[src/hdl/htfd_pkg.sv]
// htfd_pkg: shared types, constants and the crc-8 helper for the
// humidity/temperature frame decoder
// no dependencies
`default_nettype none

package htfd_pkg;

   typedef enum logic [1:0] {
      STATUS_OK      = 2'd0,
      STATUS_ACK_ERR = 2'd1,
      STATUS_CRC_ERR = 2'd2
   } status_type;

   localparam logic [7:0]  CRC_POLY   = 8'h31;
   localparam logic [7:0]  CRC_INIT   = 8'hFF;
   localparam logic [10:0] TEMP_SPAN  = 11'd1750;
   localparam logic [9:0]  HUMI_SPAN  = 10'd1000;
   localparam logic [11:0] TEMP_OFFSET = 12'd450;

   // completed frame, waiting for scaling
   typedef struct packed {
      status_type  status;
      logic [15:0] temp_raw;
      logic [15:0] humi_raw;
   } raw_beat_type;

   // crc-8, msb first, one byte
   function automatic logic [7:0] crc_feed(input logic [7:0] crc, input logic [7:0] data);
      logic [7:0] c;
      c = crc ^ data;
      for (int b = 0; b < 8; b++) begin
         if (c[7]) begin
            c = {c[6:0], 1'b0} ^ CRC_POLY;
         end else begin
            c = {c[6:0], 1'b0};
         end
      end
      return c;
   endfunction

endpackage

`default_nettype wire

[src/hdl/htfd_frame.sv]
// htfd_frame: byte sequencing and crc check of one measurement frame
// depends on htfd_pkg
`default_nettype none

module htfd_frame (
   input  wire logic                  clock,
   input  wire logic                  reset,
   input  wire logic                  req_valid,
   output logic                       req_stall,
   input  wire logic                  req_kind,
   input  wire logic [7:0]            req_rx_byte,
   input  wire logic                  raw_ready,
   output logic                       raw_valid,
   output htfd_pkg::raw_beat_type     raw_beat
);
   import htfd_pkg::*;

   localparam logic [2:0] POS_TEMP_MSB = 3'd0;
   localparam logic [2:0] POS_TEMP_LSB = 3'd1;
   localparam logic [2:0] POS_HUMI_MSB = 3'd3;
   localparam logic [2:0] POS_HUMI_LSB = 3'd4;
   localparam logic [2:0] POS_LAST     = 3'd5;

   logic [2:0]   pos_ff, pos_in;
   logic [7:0]   crc_ff, crc_in;
   logic [15:0]  temp_raw_ff, temp_raw_in;
   logic [15:0]  humi_raw_ff, humi_raw_in;
   logic         crc_failed_ff, crc_failed_in;
   logic         raw_valid_ff, raw_valid_in;
   raw_beat_type raw_beat_ff, raw_beat_in;

   logic         accept;
   logic         emit;
   logic [7:0]   crc_feed_out;

   assign req_stall = raw_valid_ff && !raw_ready;
   assign accept    = req_valid && !req_stall;

   // first byte of a word starts from the init value
   assign crc_feed_out = crc_feed(((pos_ff == POS_TEMP_MSB) || (pos_ff == POS_HUMI_MSB)) ?
                                  CRC_INIT : crc_ff, req_rx_byte);

   always_comb begin
      pos_in        = pos_ff;
      crc_in        = crc_ff;
      temp_raw_in   = temp_raw_ff;
      humi_raw_in   = humi_raw_ff;
      crc_failed_in = crc_failed_ff;
      emit          = 1'b0;
      raw_beat_in   = raw_beat_ff;

      if (accept) begin
         if (req_kind) begin
            emit                 = 1'b1;
            raw_beat_in.status   = STATUS_ACK_ERR;
            raw_beat_in.temp_raw = '0;
            raw_beat_in.humi_raw = '0;
            pos_in               = POS_TEMP_MSB;
            crc_in               = CRC_INIT;
            temp_raw_in          = '0;
            humi_raw_in          = '0;
            crc_failed_in        = 1'b0;
         end else begin
            case (pos_ff)
               POS_TEMP_MSB: begin
                  crc_in      = crc_feed_out;
                  temp_raw_in = {req_rx_byte, 8'h00};
               end
               POS_HUMI_MSB: begin
                  crc_in      = crc_feed_out;
                  humi_raw_in = {req_rx_byte, 8'h00};
               end
               POS_TEMP_LSB: begin
                  crc_in      = crc_feed_out;
                  temp_raw_in = {temp_raw_ff[15:8], req_rx_byte};
               end
               POS_HUMI_LSB: begin
                  crc_in      = crc_feed_out;
                  humi_raw_in = {humi_raw_ff[15:8], req_rx_byte};
               end
               default: begin
                  // checksum byte
                  if (req_rx_byte != crc_ff) begin
                     crc_failed_in = 1'b1;
                  end
                  crc_in = CRC_INIT;
               end
            endcase

            if (pos_ff < POS_LAST) begin
               pos_in = pos_ff + 3'd1;
            end else begin
               emit                 = 1'b1;
               raw_beat_in.status   = crc_failed_in ? STATUS_CRC_ERR : STATUS_OK;
               raw_beat_in.temp_raw = temp_raw_in;
               raw_beat_in.humi_raw = humi_raw_in;
               pos_in               = POS_TEMP_MSB;
               crc_in               = CRC_INIT;
               temp_raw_in          = '0;
               humi_raw_in          = '0;
               crc_failed_in        = 1'b0;
            end
         end
      end

      if (emit) begin
         raw_valid_in = 1'b1;
      end else if (raw_ready) begin
         raw_valid_in = 1'b0;
      end else begin
         raw_valid_in = raw_valid_ff;
      end
   end

   always_ff @(posedge clock) begin
      if (reset) begin
         pos_ff        <= POS_TEMP_MSB;
         crc_ff        <= CRC_INIT;
         temp_raw_ff   <= '0;
         humi_raw_ff   <= '0;
         crc_failed_ff <= 1'b0;
         raw_valid_ff  <= 1'b0;
      end else begin
         pos_ff        <= pos_in;
         crc_ff        <= crc_in;
         temp_raw_ff   <= temp_raw_in;
         humi_raw_ff   <= humi_raw_in;
         crc_failed_ff <= crc_failed_in;
         raw_valid_ff  <= raw_valid_in;
      end
   end

   always_ff @(posedge clock) begin
      raw_beat_ff <= raw_beat_in;
   end

   assign raw_valid = raw_valid_ff;
   assign raw_beat  = raw_beat_ff;

endmodule

`default_nettype wire

[src/hdl/htfd_scale.sv]
// htfd_scale: converts raw words to tenths of a degree and of a percent,
// holds the result register; depends on htfd_pkg
`default_nettype none

module htfd_scale (
   input  wire logic                  clock,
   input  wire logic                  reset,
   input  wire logic                  raw_valid,
   output logic                       raw_ready,
   input  wire htfd_pkg::raw_beat_type raw_beat,
   output logic                       rsp_valid,
   input  wire logic                  rsp_stall,
   output logic [1:0]                 rsp_status,
   output logic signed [11:0]         rsp_temperature,
   output logic [9:0]                 rsp_humidity
);
   import htfd_pkg::*;

   logic        out_valid_ff, out_valid_in;
   logic [1:0]  status_ff, status_in;
   logic [11:0] temp_ff, temp_in;
   logic [9:0]  humi_ff, humi_in;

   logic [27:0] temp_prod;
   logic [27:0] humi_prod;
   logic [27:0] temp_sum;
   logic [27:0] humi_sum;
   logic [10:0] temp_quot;
   logic [9:0]  humi_quot;

   assign raw_ready = !out_valid_ff || !rsp_stall;

   // x / 65535 as (x + (x >> 16) + 1) >> 16, exact while the quotient fits 16 bits
   assign temp_prod = 28'(TEMP_SPAN) * 28'(raw_beat.temp_raw);
   assign humi_prod = 28'(HUMI_SPAN) * 28'(raw_beat.humi_raw);
   assign temp_sum  = temp_prod + {16'h0000, temp_prod[27:16]} + 28'd1;
   assign humi_sum  = humi_prod + {16'h0000, humi_prod[27:16]} + 28'd1;
   assign temp_quot = temp_sum[26:16];
   assign humi_quot = humi_sum[25:16];

   always_comb begin
      out_valid_in = out_valid_ff;
      status_in    = status_ff;
      temp_in      = temp_ff;
      humi_in      = humi_ff;
      if (raw_ready) begin
         out_valid_in = raw_valid;
         status_in    = raw_beat.status;
         if (raw_beat.status == STATUS_OK) begin
            temp_in = {1'b0, temp_quot} - TEMP_OFFSET;
            humi_in = humi_quot;
         end else begin
            temp_in = '0;
            humi_in = '0;
         end
      end
   end

   always_ff @(posedge clock) begin
      if (reset) begin
         out_valid_ff <= 1'b0;
      end else begin
         out_valid_ff <= out_valid_in;
      end
   end

   always_ff @(posedge clock) begin
      status_ff <= status_in;
      temp_ff   <= temp_in;
      humi_ff   <= humi_in;
   end

   assign rsp_valid       = out_valid_ff;
   assign rsp_status      = status_ff;
   assign rsp_temperature = temp_ff;
   assign rsp_humidity    = humi_ff;

endmodule

`default_nettype wire

[src/hdl/humidity_temp_frame_decoder.sv]
// Measurement frame decoder: takes the six bytes of a temperature/humidity frame one
// beat at a time (temperature msb, lsb, crc, humidity msb, lsb, crc), checks each word
// with crc-8 (poly 0x31, init 0xff) and after the sixth byte returns one result beat
// with status, temperature in 0.1 degree and humidity in 0.1 percent. An abort beat
// (req_kind high) drops the frame and returns an acknowledge error at once. One input
// beat is taken every cycle while req_stall is low; a result passes through one
// register for the frame decode and one for the scaling multiply. The input stalls
// only while both the decoded-frame register and the result register hold beats and
// rsp_stall is high.
// depends on htfd_pkg, htfd_frame, htfd_scale
`default_nettype none

module humidity_temp_frame_decoder (
   input  wire logic               clock,
   input  wire logic               reset,
   input  wire logic               req_valid,
   output logic                    req_stall,
   input  wire logic               req_kind,
   input  wire logic [7:0]         req_rx_byte,
   output logic                    rsp_valid,
   input  wire logic               rsp_stall,
   output logic [1:0]              rsp_status,
   output logic signed [11:0]      rsp_temperature,
   output logic [9:0]              rsp_humidity
);
   import htfd_pkg::*;

   logic         raw_valid;
   logic         raw_ready;
   raw_beat_type raw_beat;

   htfd_frame u_frame (
      .clock       (clock),
      .reset       (reset),
      .req_valid   (req_valid),
      .req_stall   (req_stall),
      .req_kind    (req_kind),
      .req_rx_byte (req_rx_byte),
      .raw_ready   (raw_ready),
      .raw_valid   (raw_valid),
      .raw_beat    (raw_beat)
   );

   htfd_scale u_scale (
      .clock           (clock),
      .reset           (reset),
      .raw_valid       (raw_valid),
      .raw_ready       (raw_ready),
      .raw_beat        (raw_beat),
      .rsp_valid       (rsp_valid),
      .rsp_stall       (rsp_stall),
      .rsp_status      (rsp_status),
      .rsp_temperature (rsp_temperature),
      .rsp_humidity    (rsp_humidity)
   );

endmodule

`default_nettype wire

[config.mk]
export PLATFORM = sky130hd
export DESIGN_NAME = humidity_temp_frame_decoder
export DESIGN_NICKNAME = d
export VERILOG_FILES = /design/src/hdl/htfd_pkg.sv /design/src/hdl/htfd_frame.sv /design/src/hdl/htfd_scale.sv /design/src/hdl/humidity_temp_frame_decoder.sv
export SDC_FILE = /design/constraint.sdc
export NUM_CORES = 1
export LEC_CHECK = 0
export ABC_AREA = 1
export BUFFER_PORTS_ARGS = -buffer_cell sky130_fd_sc_hd__buf_4
export CAP_MARGIN = 20
export CORE_UTILIZATION = 65
export DETAILED_ROUTE_END_ITERATION = 10
export PLACE_DENSITY = 0.95
export SYNTH_ARGS = -nofsm -noshare
export SYNTH_HDL_FRONTEND = slang
export SYNTH_SLANG_ARGS = --single-unit
[constraint.sdc]
create_clock -name clock -period 8.1 [get_ports clock]
set_input_delay 0.81 -clock clock [delete_from_list [all_inputs] [get_ports clock]]
set_output_delay 0.81 -clock clock [all_outputs]
set_load 0.01 [all_outputs]
==> out/results.txt <==
status: completed
Worst slew margin: 37.1%
drt via density: 5.91
GR Util All Layers: 33.2%
TritonRoute pass-1 iters: 9
slowest CP cell: fa_1
post-synthesis register bit count: 104
CP required: 8.30 ns
power per cell area: 408 mW/mm^2
most used flip-flop cell after synthesis: edfxtp_1
DRC: 0
adder-cell share of the synthesized area: 33.6%
Crit path largest cell delay: 0.55 ns
R2R Path End: u_scale.rsp_temperature[9]
grt ovf: 0
die footprint: 0.0201 sq mm
vias in the first global route: 11,200
area delta synth->final: 7.35%
effective utilization at floorplan: 67.2%
ant diodes: 0
Synth warnings: 0
Die Wd: 142 um
proportion of layout cells with a drive suffix above 1: 7.75%
post-synth cell types: 51
Syn Std Cell Area: 0.0127 sq mm
Final HPWL DP: 24.8 mm
Worst-Margin Slew: 0.936 ns
Synth Area in XOR/XNOR: 4.12%
setup repair bufs after CTS: 0
main area contributors after synthesis: fa_1 18%, ha_1 16%, edfxtp_1 14%
number of I/O pins: 39
CP Class: flip-flop to flip-flop
Final Setup Violations: 0
clk buf depth: 2
Final Slew Violations: 0
Hold WC Path Type: flip-flop to flip-flop
final WL: 32.2 mm
Leak: 6.79 nW
clock slew at reported path FFs: 0.08 ns
placed instance count: 1,882
Synth Area in Simple Gates: 21.4%
Worst-Skew Late Latency: 0.36 ns
cell with the most instances after synthesis: nand2_1
post-synth top area cell: fa_1
# nets final: 1,921
Setup crit start kind: flip-flop
CP startpoint: u_frame.raw_beat[18]
Hold EP: u_scale.rsp_status[0]
crit-path max FO: 5
row cnt: 50
CTS tree: built
largest net degree at the start of global routing: 47
vias: 11,200
core area: 0.0189 sq mm
Antenna Violating Nets Remaining: 0
antenna violations before repair: 0
Finished Layout Cells: 1,899
Syn Inst Count: 1,601
Worst Setup End Kind: flip-flop
worst IR drop on VDD: 0.000218 V
clock skew: 0.0129 ns
clock sink total: 104
Post-synth EDFFs: 58
CTS Buf Count: 9
Initial DRC Count: 1,331
unrepaired setup endpoints after global routing: no
final RePlAce weighted congestion: 1.04
WL per Instance: 16.9 um
Worst R2R Path Depth: 37
Resized cells post-CTS: 0
IO buf count: 38
min Tclk post-route: 7.17 ns
max-cap viol count: 0
fin worst setup slack: 0.932 ns
synth cell count leaders: 314 x nand2_1, 313 x inv_1, 163 x ha_1
HP Start: u_frame.raw_beat[32]
RR Startpoint: u_frame.raw_beat[18]
sequential area share after synthesis: 21.0%
post-synthesis compound-gate area fraction: 9.79%
Synth Area per Inst: 7.93 sq um
die height: 142 um
H-tree depth: 3
fin crit share: 88.5%
share of the synthesized area in the top cell type: 17.5%
mux contribution to synthesized area: 0%
worst slack at placement: 1.08 ns
Final Hold Fails: 0
CTS Hold Bufs: 0
Worst EP arrival: 7.37 ns
Mapped Nets: 1,888
fraction of registers with async set/reset: 0%
worst hold path depth: 0
setup TNS: 0 ns
first-pass GRT wire length: 52.7 mm
Fmax: 140 MHz
R2R setup slack: 0.93 ns
main combinational cell family by area after synthesis: adder cells
CTS root buf: clkbuf_16
==> through the flow <==
step / power [mW] / utilization (%) / hold WS [ns] / cell area (sq um)
after floorplan: 3.94 / - / 0.427 / 12700
after global placement: 4.82 / 70.1 / 0.431 / 13300
after detailed placement: 4.94 / 70.2 / 0.443 / 13300
after CTS: 5.47 / 72.0 / 0.459 / 13600
after global routing: 6.08 / 72.1 / 0.467 / 13600
final: 5.56 / 72.1 / 0.459 / 13600
==> flip-flops by register name (all words and copies together), names as in the netlist <==
register,flops
u_frame.crc_failed_ff,1
u_frame.crc_ff,8
u_frame.humi_raw_ff,16
u_frame.pos_ff,3
u_frame.raw_beat,34
u_frame.raw_valid,1
u_frame.temp_raw_ff,16
u_scale.rsp_humidity,10
u_scale.rsp_status,2
u_scale.rsp_temperature,12
u_scale.rsp_valid,1
==> routing by layer <==
| layer | global-route usage (%) | routed length (um) | vias to the layer above |
|---|---|---|---|
| met1 | 40.2 | 12700 | 5247 |
| met3 | 4.35 | 2410 | 146 |
| li1 | - | - | 5200 |
| met4 | 15.1 | 1530 | 0 |
| met5 | 0 | 0 | - |
| met2 | 58.7 | 15500 | 639 |
==> power breakdown <==
part	total, mW	leakage, nW	internal, mW	switching (mW)
Sequential	0.666	0.983	0.635	0.0309
Combinational	4.41	5.64	1.47	2.94
Clock	0.493	0.164	0.278	0.215
==> worst max-delay path by stage <==
stage | endpoint | slack (ns) | cells after the start
final | u_scale.rsp_temperature[9] | 0.93 | 37
after global routing | u_scale.rsp_temperature[9] | 0.38 | 37
after CTS | u_scale.rsp_temperature[9] | 1.04 | 37
after detailed placement | u_scale.rsp_temperature[9] | 1.08 | 37
after global placement | u_scale.rsp_temperature[9] | 1.30 | 37
after floorplan | u_scale.rsp_temperature[9] | 1.80 | 37
==> logic make-up after synthesis <==
logic type	Yosys count
flip-flops	104
buffers and inverters	341
AO/OA/AOI/OAI	211
adder cells (fa/ha/maj)	274
XOR/XNOR	58
AND/OR/NAND/NOR	613
==> cell type report <==
cell class | count | area, sq um
Timing Repair Buffer | 44 | 354
Fill cell | 1383 | 5270
Inverter | 319 | 1200
Clock buffer | 9 | 225
Multi-Input combinational cell | 1156 | 8750
Tap cell | 260 | 325
Sequential cell | 104 | 2660
Clock inverter | 7 | 109
==> critical path, delay by kind of cell (launching register included) <==
family | cells | cell delay [ns]
fa+ha+maj | 8 | 3.11
simple gates | 17 | 1.70
compound gates | 4 | 0.66
xor+xnor | 2 | 0.61
flops | 1 | 0.51
buf+inv | 6 | 0.40
==> layout by cell type, fill, tap and decap left out, drive strengths merged, types with 4 or more instances in the layout <==
cell type	instances
inv	320
a32oi	8
fa	111
nand2	339
dfxtp	46
o21ai	43
edfxtp	58
nand3b	9
clkinv	4
nand3	63
xnor2	22
or2	5
nand4	26
buf	44
o21bai	5
o21a	4
xor2	36
nor3	20
o22ai	18
clkbuf	9
a2bb2oi	9
ha	163
nor2	149
a21oi	108
(Power assumes the default switching activity.)
